$ cat config.mk
export PLATFORM = sky130hd
export DESIGN_NAME = gmd_ram
export DESIGN_NICKNAME = d
export VERILOG_FILES = /design/src/hw/rtl/gmd_ram.sv
export SDC_FILE = /design/constraint.sdc
export NUM_CORES = 2
export LEC_CHECK = 0
export CAP_MARGIN = 30
export CORE_MARGIN = 5
export CORE_UTILIZATION = 63
export DETAILED_ROUTE_END_ITERATION = 8
export DONT_BUFFER_PORTS = 1
export HOLD_SLACK_MARGIN = 0.1
export PLACE_DENSITY_LB_ADDON = 0.3
export REMOVE_ABC_BUFFERS = 1
export SYNTH_ARGS = -nofsm -noshare
export SYNTH_HDL_FRONTEND = slang
export SYNTH_SLANG_ARGS = --single-unit
$ cat constraint.sdc
create_clock -name clk -period 2.93 [get_ports clk]
set_input_delay 0.586 -clock clk [delete_from_list [all_inputs] [get_ports clk]]
set_output_delay 0.586 -clock clk [all_outputs]
set_load 0.02 [all_outputs]
$ cat src/hw/rtl/gmd_ram.sv
// Generic simple dual-port RAM: one write port, one read port, registered read.
// No dependencies.
module gmd_ram #(
  parameter int WIDTH = 8,
  parameter int DEPTH = 256
) (
  input  logic                     clk,
  input  logic                     we,
  input  logic [$clog2(DEPTH)-1:0] waddr,
  input  logic [WIDTH-1:0]         wdata,
  input  logic [$clog2(DEPTH)-1:0] raddr,
  output logic [WIDTH-1:0]         rdata
);

  logic [WIDTH-1:0] mem [DEPTH];

  always_ff @(posedge clk) begin
    if (we) begin
      mem[waddr] <= wdata;
    end
    rdata <= mem[raddr];
  end

endmodule

==> flow_summary.ini <==
[run_status]
status = finished with violations
violations = hold timing, slew limit, setup timing

[clock_network]
cts.clk_slew.worst_paths_ns = 0.06
clkSinkCount = 2056
cts-root-buf = clkbuf_16
insertion_delay_ns = 0.83
clockBufferDepth = 3
cts_made_buffers = 193
htreeDepth = 4
cts_tree = yes
postCtsSetupBuffers = 0

[setup_path]
crit_required_ns = 3.62
endpoint_kind = flop
critPathLaunchType = input pin
critPathKind = in2reg
cp_max_fo = 578
cp.arrival_ns = 5.08

[layout]
final.fill_count = 7032
area_growth_pct = 13.7
multi_input_area_mm2 = 0.0165
num-nets-final = 4167
drive_gt1_share_pct = 27.8
fin_util_pct = 72.0
seq_area_mm2 = 0.0617

[floorplan]
die_y_um = 365
rows = 130
die_width_um = 365
core_area_mm2 = 0.126
die-area_mm2 = 0.133
io_pins = 34
start_util_pct = 63.4

[global_routing]
antenna_found_initial = 4
track_usage_pct = 29.4
grt_pass1_wl_um = 281000
grt_overflow = 0
grt_pass1_vias = 40947
grt_start_max_net_pins = 579

[drt]
wl_met1_um = 69400
drtIter0Drc = 5786
wl_met3_um = 22600
postRouteAntennaNets = 0
vias_per_cell = 6.82
num_vias = 40676
top_layer_used = met4
wirelength_um = 194000
first_pass_iters = 6
wire_per_inst_um = 32.5
wl_met2_um = 93000
drc = 0

[min_path]
hold_path.class = in2reg

[power]
ir_worst_vdd_mv = 0.713
combPwrFrac_pct = 3.9
switching_power_uw = 12000
power_frac_seq_pct = 53.8
p_per_area_mw_per_mm2 = 668
switching_share_pct = 19.9
power.internal_uw = 48400
p_leak_uw = 0.0288
p_clk_share_pct = 42.3

[sta]
rsz0062_at_grt = no
fin_ws_ns = -1.46
setup_viol = 8
fin_skew_ns = 0.0357
fin_crit_sh_pct = 150
relSlewSlack_pct = -117
timing.fmax_mhz = 228
holdWs_ns = -0.119
min_period_ns = 4.39
hold_violations = 152
worstMarginPinSlew_ns = 3.26
final-max-slew-violation-count = 454

[logic_synthesis]
yosys_register_bits = 2056
synth_cell_types = 55
syn-instance-count = 3733
synthFlopType = edfxtp_1
synth-seq-area-share_pct = 77.5
synth_edf_count = 2048
synth_top_area_share_pct = 77.3
synthTopCellsByArea = edfxtp_1, mux4_2, mux2i_1, nor2_1, a22oi_1
synth_top_area_cell = edfxtp_1
ys.warnings.count = 0
synth.cell_area_mm2 = 0.0796
ys_async_sr_fraction_pct = 0
syn_avg_cell_area_um2 = 21.3

[place]
gp_congestion = 0.847
place_ws_ns = -0.523
place_hpwl_um = 104000
port_buffers = 0

[job]
maxCapViolations = 0
registers in the layout (all words and copies together) (netlist names):
| name | count |
|---|---|
| mem | 2048 |
| rdata | 8 |
final timing paths:
check,slack [ns],startpoint,end,depth (start not counted)
worst max-delay path,-1.46,raddr[0],rdata[0]$_DFF_P_,6
worst min-delay path,-0.12,wdata[1],mem[76][1]$_DFFE_PP_,0
worst max register to register,0.18,mem[135][0]$_DFFE_PP_,rdata[0]$_DFF_P_,9
worst min register to register,1.13,mem[62][2]$_DFFE_PP_,rdata[2]$_DFF_P_,7
power by group through the flow:
stage	registers, uW	clock network [uW]	logic (uW)
detailed placement	33100	0	1860
global placement	33100	0	1830
finish	32500	25600	2360
floorplan	33100	0	1140
CTS	32500	25800	1890
global route	32500	27200	2360
metrics by stage:
| stage | hold slack [ns] | area (um^2) | total power, uW | std cells | setup TNS (ns) |
|---|---|---|---|---|---|
| after floorplan | 0.685 | 78100 | 34200 | 3500 | -0.184 |
| after global placement | 0.732 | 83600 | 35000 | 5580 | -4.75 |
| after detailed placement | 0.727 | 83600 | 35000 | 5584 | -2.55 |
| after CTS | -0.161 | 90100 | 60200 | 5945 | 0 |
| after global routing | -0.165 | 90400 | 62000 | 5957 | 0 |
| final | -0.119 | 90400 | 60400 | 5961 | -9.17 |
synth_stat cells, types with 2 or more instances:
cell type	instances
mux4_2	454
o22ai_1	28
edfxtp_1	2048
a22o_1	8
nand2_1	33
a311oi_1	2
a31oi_1	2
a221oi_1	13
nor4_1	24
buf_1	22
a2111oi_1	2
nor2b_1	31
buf_8	13
nor2_1	282
or2_2	4
o221ai_1	46
a21oi_1	96
o21ai_0	10
o211ai_1	10
nand3_1	34
and2_1	6
dfxtp_1	8
mux4_1	2
buf_2	31
nor3_1	22
a211oi_1	16
nor4_2	3
a2111oi_0	2
and3b_1	2
nand2b_1	8
buf_6	21
o32ai_1	4
mux2i_1	134
buf_4	27
o22a_1	5
o21ai_1	2
nand3b_1	2
buf_12	8
clkbuf_1	111
a22oi_1	133
nand4_1	10
layout by cell type, fill, tap and decap left out, types with 22 or more instances in the layout:
| cell type | count |
|---|---|
| a21oi_1 | 96 |
| a22oi_1 | 133 |
| buf_4 | 418 |
| bufinv_16 | 27 |
| clkbuf_1 | 43 |
| clkbuf_16 | 198 |
| clkinv_1 | 45 |
| clkinv_2 | 26 |
| edfxtp_1 | 2048 |
| mux2i_1 | 134 |
| mux4_2 | 454 |
| nand2_1 | 33 |
| nand3_1 | 34 |
| nor2_1 | 279 |
| nor2b_1 | 28 |
| nor3_1 | 22 |
| o221ai_1 | 46 |
| o22ai_1 | 28 |
routing by layer:
metal / GRT usage (%) / vias up
met5: 0 / -
met4: 12.2 / 0
met3: 7.20 / 470
met2: 46.1 / 2630
met1: 40.7 / 21073
li1: - / 16503
worst max-delay path, cell delays in order:
cell,delay [ns]
mux4_2,1.63
a22oi_1,0.29
a21oi_1,0.22
nor4_1,0.56
buf_4,0.26
nor4_2,0.05
cell families (layout without fill, tap and decap cells):
group | Yosys count | in the layout | synth area share [%]
and+or+nand+nor | 466 | 466 | 2.63
DFF | 2056 | 2056 | 77.5
muxes | 591 | 591 | 14.6
other | 0 | 4 | 0
buffers and inverters | 235 | 809 | 1.83
AOI/OAI and AO/OA | 385 | 385 | 3.42
what timing repair did:
action / 4_1_cts / 5_1_grt
setup endpoints to repair: 0 / 3
gates resized for setup: 0 / 3
endpoints found under the hold margin: 2048 / 1361
cell type report:
type                       instances  area share, %
clock inverter                   117           1.46
antenna                            4         0.0111
tap                             1650           2.28
clock buffer                     244           5.70
timing repair buffer             446           4.10
multi-input combinational       1442           18.3
inverter                           2        0.00830
sequential                      2056           68.2
No activity file was read; power rests on OpenSTA's default activity.
